### src/hdl/lpht_pkg.sv
// Shared types and constants for the linear-probe hash table.
`timescale 1ns / 1ps

package lpht_pkg;

   localparam int KEY_W          = 31;
   localparam int VAL_W          = 32;
   localparam int STATUS_W       = 3;
   localparam int DEF_TABLE_SIZE = 32;

   localparam logic OP_PUT = 1'b0;
   localparam logic OP_GET = 1'b1;

   localparam logic [STATUS_W-1:0] ST_INSERTED  = 3'd0;
   localparam logic [STATUS_W-1:0] ST_UPDATED   = 3'd1;
   localparam logic [STATUS_W-1:0] ST_FOUND     = 3'd2;
   localparam logic [STATUS_W-1:0] ST_NOT_FOUND = 3'd3;
   localparam logic [STATUS_W-1:0] ST_FULL      = 3'd4;

   typedef struct packed {
      logic                    op;
      logic [KEY_W-1:0]        key;
      logic signed [VAL_W-1:0] value;
   } req_type;

   typedef struct packed {
      logic [STATUS_W-1:0]     status;
      logic signed [VAL_W-1:0] read_value;
   } rsp_type;

endpackage

### src/hdl/lpht_rem.sv
// Home-slot unit: key mod table size (low bits, or reciprocal multiply).
`timescale 1ns / 1ps

module lpht_rem #(
   parameter int TABLE_SIZE = lpht_pkg::DEF_TABLE_SIZE
) (
   input  logic                          clock,
   input  logic                          reset,
   input  logic                          start,
   input  logic [lpht_pkg::KEY_W-1:0]    key,
   output logic                          done,
   output logic [$clog2(TABLE_SIZE)-1:0] rem
);
   import lpht_pkg::*;

   localparam int IDX_W  = $clog2(TABLE_SIZE);
   localparam bit POW2   = (TABLE_SIZE & (TABLE_SIZE - 1)) == 0;
   localparam int SHIFT  = KEY_W + IDX_W;
   localparam int PROD_W = KEY_W + 32;
   // Rounded-up reciprocal: gives the exact quotient for every KEY_W-bit key.
   localparam logic [63:0] RECIP_FULL =
      ((64'd1 << SHIFT) + 64'(TABLE_SIZE) - 64'd1) / 64'(TABLE_SIZE);
   localparam logic [31:0]      RECIP   = RECIP_FULL[31:0];
   localparam logic [IDX_W-1:0] SIZE_LO = IDX_W'(TABLE_SIZE);

   logic              busy_ff, busy_in;
   logic              done_ff, done_in;
   logic [PROD_W-1:0] prod_ff, prod_in;
   logic [IDX_W-1:0]  key_lo_ff, key_lo_in;
   logic [IDX_W-1:0]  rem_ff, rem_in;
   logic [IDX_W-1:0]  quot_lo;
   logic [IDX_W-1:0]  back_lo;

   // The remainder is below the table size, so only the low bits of the
   // quotient times the size are needed to correct the key.
   assign quot_lo = prod_ff[SHIFT +: IDX_W];
   assign back_lo = quot_lo * SIZE_LO;

   always_comb begin
      busy_in   = 1'b0;
      done_in   = 1'b0;
      prod_in   = prod_ff;
      key_lo_in = key_lo_ff;
      rem_in    = rem_ff;
      if (start) begin
         key_lo_in = key[IDX_W-1:0];
         if (POW2) begin
            rem_in  = key[IDX_W-1:0];
            done_in = 1'b1;
         end else begin
            busy_in = 1'b1;
            prod_in = PROD_W'(key) * PROD_W'(RECIP);
         end
      end else if (busy_ff) begin
         rem_in  = key_lo_ff - back_lo;
         done_in = 1'b1;
      end
   end

   always_ff @(posedge clock) begin
      if (reset) begin
         busy_ff <= 1'b0;
         done_ff <= 1'b0;
      end else begin
         busy_ff <= busy_in;
         done_ff <= done_in;
      end
      prod_ff   <= prod_in;
      key_lo_ff <= key_lo_in;
      rem_ff    <= rem_in;
   end

   assign done = done_ff;
   assign rem  = rem_ff;

endmodule

### src/hdl/linear_probe_hash_table_unit.sv
// Top level of the linear-probe hash table: sequencer, slot memory, result register.
`timescale 1ns / 1ps

// Open-addressing key/value store with linear probing. Each request is a put
// (insert or update) or a get (lookup); each returns exactly one response with
// a status and, for a found get, the stored value. Requests are handled one at
// a time. After reset the block runs a clearing pass over every slot of the
// slot memory, during which req_stall is high. A request probes from 1 to
// TABLE_SIZE slots. Each probe of the slot memory is a registered read followed
// by the key compare. For sizes that are not a power of two the home slot unit
// adds a registered step: it forms key mod TABLE_SIZE by multiplying with a
// reciprocal of the table size and then correcting the low bits. A finished
// response waits in an output register, so the next request is taken while
// the previous response is still stalled.

module linear_probe_hash_table_unit #(
   parameter int TABLE_SIZE = lpht_pkg::DEF_TABLE_SIZE
) (
   input  logic              clock,
   input  logic              reset,
   input  logic              req_valid,
   output logic              req_stall,
   input  lpht_pkg::req_type req_payload,
   output logic              rsp_valid,
   input  logic              rsp_stall,
   output lpht_pkg::rsp_type rsp_payload
);
   import lpht_pkg::*;

   localparam int IDX_W = $clog2(TABLE_SIZE);
   localparam logic [IDX_W-1:0] LAST_SLOT = IDX_W'(TABLE_SIZE - 1);

   typedef struct packed {
      logic                    valid;
      logic [KEY_W-1:0]        key;
      logic signed [VAL_W-1:0] value;
   } entry_type;

   typedef enum logic [4:0] {
      S_CLEAR = 5'b00001,
      S_IDLE  = 5'b00010,
      S_HASH  = 5'b00100,
      S_READ  = 5'b01000,
      S_CHECK = 5'b10000
   } state_type;

   state_type        state_ff, state_in;
   logic [IDX_W-1:0] pos_ff, pos_in;
   logic [IDX_W-1:0] cnt_ff, cnt_in;
   req_type          cur_ff, cur_in;
   logic             rsp_valid_ff, rsp_valid_in;
   rsp_type          rsp_ff, rsp_in;
   entry_type        rd_data_ff;

   entry_type        mem [TABLE_SIZE];
   logic             wr_en;
   entry_type        wr_data;

   logic             req_take;
   logic             rsp_free;
   logic             rsp_load;
   logic             hash_done;
   logic [IDX_W-1:0] hash_slot;
   logic             slot_hit;
   logic             slot_empty;
   logic             lap_done;
   logic [IDX_W-1:0] pos_next;

   // Take a request only while idle; the response register has its own handshake.
   assign req_stall = (state_ff != S_IDLE);
   assign req_take  = req_valid && !req_stall;
   assign rsp_free  = !rsp_valid_ff || !rsp_stall;

   lpht_rem #(
      .TABLE_SIZE(TABLE_SIZE)
   ) u_rem (
      .clock (clock),
      .reset (reset),
      .start (req_take),
      .key   (req_payload.key),
      .done  (hash_done),
      .rem   (hash_slot)
   );

   // Probe outcome, valid while in S_CHECK.
   assign slot_empty = !rd_data_ff.valid;
   assign slot_hit   = rd_data_ff.valid && (rd_data_ff.key == cur_ff.key);
   assign lap_done   = (cnt_ff == LAST_SLOT);
   assign pos_next   = (pos_ff == LAST_SLOT) ? '0 : pos_ff + 1'b1;

   always_comb begin
      state_in = state_ff;
      pos_in   = pos_ff;
      cnt_in   = cnt_ff;
      cur_in   = cur_ff;
      rsp_load = 1'b0;
      rsp_in   = rsp_ff;
      wr_en    = 1'b0;
      wr_data  = '0;

      unique case (state_ff)
         S_CLEAR: begin
            // Sweep every slot and drop its valid mark.
            wr_en  = 1'b1;
            pos_in = pos_next;
            if (pos_ff == LAST_SLOT) begin
               state_in = S_IDLE;
            end
         end
         S_IDLE: begin
            if (req_take) begin
               cur_in   = req_payload;
               state_in = S_HASH;
            end
         end
         S_HASH: begin
            // Start the walk at the home slot.
            if (hash_done) begin
               pos_in   = hash_slot;
               cnt_in   = '0;
               state_in = S_READ;
            end
         end
         S_READ: begin
            // The memory read of pos_ff lands in rd_data_ff at this edge.
            state_in = S_CHECK;
         end
         S_CHECK: begin
            if (slot_hit || slot_empty || lap_done) begin
               // Hold here until the response register is free.
               if (rsp_free) begin
                  rsp_load            = 1'b1;
                  rsp_in.read_value   = '0;
                  state_in            = S_IDLE;
                  if (cur_ff.op == OP_PUT) begin
                     if (slot_hit) begin
                        rsp_in.status = ST_UPDATED;
                        wr_en         = 1'b1;
                     end else if (slot_empty) begin
                        rsp_in.status = ST_INSERTED;
                        wr_en         = 1'b1;
                     end else begin
                        rsp_in.status = ST_FULL;
                     end
                     wr_data.valid = 1'b1;
                     wr_data.key   = cur_ff.key;
                     wr_data.value = cur_ff.value;
                  end else begin
                     if (slot_hit) begin
                        rsp_in.status     = ST_FOUND;
                        rsp_in.read_value = rd_data_ff.value;
                     end else begin
                        rsp_in.status = ST_NOT_FOUND;
                     end
                  end
               end
            end else begin
               // Advance to the next slot, wrapping at the end of the table.
               pos_in   = pos_next;
               cnt_in   = cnt_ff + 1'b1;
               state_in = S_READ;
            end
         end
         default: begin
            state_in = S_CLEAR;
            pos_in   = '0;
         end
      endcase
   end

   assign rsp_valid_in = rsp_load || (rsp_valid_ff && rsp_stall);

   // Slot memory: one write port and one registered read port, both at pos_ff.
   always_ff @(posedge clock) begin
      if (wr_en) begin
         mem[pos_ff] <= wr_data;
      end
      rd_data_ff <= mem[pos_ff];
   end

   always_ff @(posedge clock) begin
      if (reset) begin
         state_ff     <= S_CLEAR;
         pos_ff       <= '0;
         cnt_ff       <= '0;
         rsp_valid_ff <= 1'b0;
      end else begin
         state_ff     <= state_in;
         pos_ff       <= pos_in;
         cnt_ff       <= cnt_in;
         rsp_valid_ff <= rsp_valid_in;
      end
      cur_ff <= cur_in;
      rsp_ff <= rsp_in;
   end

   assign rsp_valid   = rsp_valid_ff;
   assign rsp_payload = rsp_ff;

`ifndef SYNTHESIS
   // A response never overwrites one that is still stalled.
   a_rsp_no_overwrite : assert property (@(posedge clock) disable iff (reset)
      rsp_load |-> !(rsp_valid_ff && rsp_stall))
      else $error("response loaded while previous one still stalled");

   // An accepted request always moves on to the home slot computation.
   a_take_to_hash : assert property (@(posedge clock) disable iff (reset)
      req_take |=> (state_ff == S_HASH))
      else $error("accepted request did not enter hashing");

   // Only a put can report a full table, and a full table writes nothing.
   a_full_is_put : assert property (@(posedge clock) disable iff (reset)
      (rsp_load && (rsp_in.status == ST_FULL)) |-> ((cur_ff.op == OP_PUT) && !wr_en))
      else $error("full status on a get or with a write");

   // The memory is written only by the clearing pass or at the end of a put.
   a_write_source : assert property (@(posedge clock) disable iff (reset)
      wr_en |-> ((state_ff == S_CLEAR) || (rsp_load && (cur_ff.op == OP_PUT))))
      else $error("slot memory written outside clear or put completion");

   // A get never writes a slot.
   a_get_no_write : assert property (@(posedge clock) disable iff (reset)
      ((state_ff == S_CHECK) && (cur_ff.op == OP_GET)) |-> !wr_en)
      else $error("get wrote the slot memory");
`endif

endmodule

### config.mk
export PLATFORM = sky130hd
export DESIGN_NAME = linear_probe_hash_table_unit
export DESIGN_NICKNAME = d
export VERILOG_FILES = /design/src/hdl/lpht_pkg.sv /design/src/hdl/lpht_rem.sv /design/src/hdl/linear_probe_hash_table_unit.sv
export SDC_FILE = /design/constraint.sdc
export NUM_CORES = 2
export LEC_CHECK = 0
export ABC_AREA = 1
export BUFFER_PORTS_ARGS = -buffer_cell sky130_fd_sc_hd__buf_2
export CAP_MARGIN = 0
export CORE_ASPECT_RATIO = 1.75
export CORE_MARGIN = 4
export CORE_UTILIZATION = 42
export CTS_CLUSTER_DIAMETER = 60
export DETAILED_ROUTE_END_ITERATION = 12
export PLACE_DENSITY = 0.57
export SLEW_MARGIN = 20
export SYNTH_ARGS = -nofsm -noshare
export SYNTH_HDL_FRONTEND = slang
export SYNTH_SLANG_ARGS = --single-unit
### constraint.sdc
create_clock -name clock -period 4.7 [get_ports clock]
set_input_delay 0.47 -clock clock [delete_from_list [all_inputs] [get_ports clock]]
set_output_delay 0.47 -clock clock [all_outputs]
set_load 0.05 [all_outputs]
==> impl_results.md <==
- Clock skew: 0.0277 ns
- Starting Density: about 42%
- Total power divided by cell area: 552 mW/mm^2
- H-Tree Level Count: 4
- Inst Count DP: about 8.8k
- Post-synthesis cell count: 6229
- Mapped Area: 0.0852 mm^2
- CTS root buf: clkbuf_16
- CP max FO: 40
- Arrival @ worst endpoint: ~4.4 ns
- Peak Freq: about 260 MHz
- Antenna violations before repair: 10
- Layout area overhead: 13.4%
- Routed vias/inst: 5.75
- Hold Vio Cnt, Final: 0
- Pin count of the biggest net entering global routing: 201
- Util after Layout: between 40% and 50%
- Setup violators final: 0
- Least-Margin Pin Slew: about 1.1 ns
- Postcts setup bufs: 0
- R2r startpoint: cur_ff[60]$_DFFE_PP_
- Syn_nets: between 6k and 7k
- Die area: approximately 0.21 mm^2
- Post-layout minimum cycle time: slightly below 4 ns
- Crit end category: flop
- DRC violations left: 0
- 1st-pass router iterations: 5
- Drt total wl: 246000 um
- #FFs+latches synth: between 2k and 2.5k
- Clock latency on the worst-skew pair: ~0.83 ns
- Total grt overflow: 0
- RSZ-0062 raised after global routing: no
- Worst Min Path Start: req_payload[10]
- DP HPWL: 134000 um
- Syn_area_per_cell: ~14 um^2
- Share of cells above drive strength 1: approximately a tenth
- Hold crit path type: input port to flop
- CP Class: flop to flop
- YS warnings: 0
- Final Cycle Share: slightly above 80%
- Slew headroom: about a quarter
- Gpl congestion: around 0.8
- GRT Overall Usage: between 20% and 30%
- Final net count: 6475
- Die width: 348 um
- Die Y: around 600 um
- Critical Path Source Type: flop
- Clk sinks: about 2.2k
- Final TNS setup: 0 ns
- Status: completed
- Routed via count: roughly 53k
- Post-synth cell types: 33
- Worst EP required: just over 5 ns
- Max VDD drop: around 0.0005 V
- Fillers: 17.2k
- Drt first-iter violations: 5541
- Hold slack: 0.337 ns
- Max-cap violations: 0
- Clk slew on worst S/H paths: around 0.07 ns
- Fin cells: around 9.2k
- Max Slew Vio Count: 0
- Core area: 0.202 mm^2
- Vias in the first global route: between 50k and 60k
- Num CTS Buffers: around 210
- Seq/Total Area, Yosys: between 70% and 80%
- First-pass GRT wire length: 357000 um
- PortBufs: about 100
- Worst Setup SP: cur_ff[60]$_DFFE_PP_
- CTS tree: done
- I/O Pins: about 110
- Routed wire per std cell: 26.7 um
- Pleak: roughly 36 nW
- Post-route ant nets: 0
- Cell row count: 218
- Resized Gates After CTS: 0
- Largest buffer count on any clock path: 4
## cell usage in the layout (no fill, tap or decap), drive strengths merged
cell type / n
nor3: 9
buf: 302
clkinv: 82
a221oi: 54
dlygate4sd3: 67
clkinvlp: 6
clkbuf: 261
bufinv: 10
a21oi: 13
a22o: 80
dfxtp: 81
ha: 9
a22oi: 2
edfxtp: 2147
nand4: 61
nand2: 410
xor2: 5
xnor2: 21
and3: 1
o22ai: 512
o311ai: 1
or2: 2
o21ai: 1026
nand3: 23
a32oi: 2
diode: 3
o21a: 1
inv: 196
a211o: 1
nor2: 1170
## layout make-up
type	count	area [um^2]	share of cell area (%)
timing repair buffer	369	3170	3.28
clock inverter	105	813	0.841
clock buffer	261	5530	5.72
inverter	189	724	0.750
tap	2640	3300	3.42
sequential	2228	66100	68.4
multi-input combinational	3403	17000	17.6
antenna	3	7.51	0.00777
## final timing paths
check,to,slack (ns),cells after the start
max,mem[20][59]$_DFFE_PP_,0.82,15
min,cur_ff[10]$_DFFE_PP_,0.34,2
max reg2reg,mem[20][59]$_DFFE_PP_,0.82,15
min reg2reg,rsp_payload[6]$_SDFFCE_PN0P_,0.49,2
## where the power goes
part / total (W) / internal, W / leakage [nW] / switching [W]
Sequential: 0.0232 / 0.0228 / 23.9 / 0.000433
Combinational: 0.0140 / 0.00400 / 8.78 / 0.00996
Clock: 0.0161 / 0.00887 / 3.11 / 0.00727
## registers in the layout (all words and copies together), names as in the netlist
name	cells
cur_ff	64
rsp_valid	1
cnt_ff	5
rsp_payload	35
u_rem.done	1
mem	2048
rd_data_ff	64
pos_ff	5
state_ff	5
## synth_stat cells, drive strengths merged
library cell  count  area share [%]
nand4            61            0.45
buf             104            0.66
o311ai            1           0.010
ha                9            0.13
or2               2           0.015
clkinv            1          0.0044
edfxtp         2147              76
dfxtp            81             1.9
a32oi             2           0.021
xnor2            21            0.22
and3              1          0.0073
a221oi           54            0.81
o22ai           512             3.8
xor2              5           0.051
o21a              1          0.0088
inv             188            0.83
clkbuf          305             1.3
a21oi            13           0.076
a22o             80            0.82
nor3              9           0.059
nand3            23            0.14
nand2           410             1.8
a211o             1           0.010
nor2           1170             5.2
o21ai          1026             6.0
a22oi             2           0.018
## per-stage QoR
stage	total power (W)	worst slack [ns]	area, um^2
floorplan	0.0326	0.0240	85200
global placement	0.0374	0.899	89600
detailed placement	0.0375	0.821	89600
CTS	0.0537	0.790	96600
global route	0.0557	0.558	96600
finish	0.0533	0.820	96600
## logic make-up (layout without fill, tap and decap cells)
logic type               count (synthesis)  in the layout  share of synthesized area (%)
AO/OA/AOI/OAI                         1692           1692                           11.6
XOR/XNOR                                26             26                          0.267
adder cells (fa/ha/maj)                  9              9                          0.132
buffers and inverters                  598            924                           2.83
flip-flops                            2228           2228                           77.6
other                                    0              3                              0
AND/OR/NAND/NOR                       1676           1676                           7.62
## routing by layer
metal  share of wire (%)  GRT usage [%]
met2                  50           39.6
met3                 6.3           2.90
met1                  40           29.8
met4                 3.7           8.16
met5              0.0073              0
## timing repair
item                                   in CTS  in global routing
hold buffers                               67                  0
setup endpoints to repair                   0                  0
endpoints found under the hold margin      71                  0
## worst max-delay path, cell delays in order (launching register included)
cell      delay, ns
edfxtp_1       0.40
inv_1          0.09
nand2_1        0.05
nand2_1        0.05
nand2_1        0.06
nor2_1         0.09
nand3_1        0.20
nor2_1         0.22
nand2_1        0.09
nand2_1        0.08
nand4_1        0.08
nand2_1        0.25
nand2_1        0.39
buf_4          0.31
nor2_4         0.73
buf_12         0.38
Note: power is estimated with default switching activity, not from simulation.
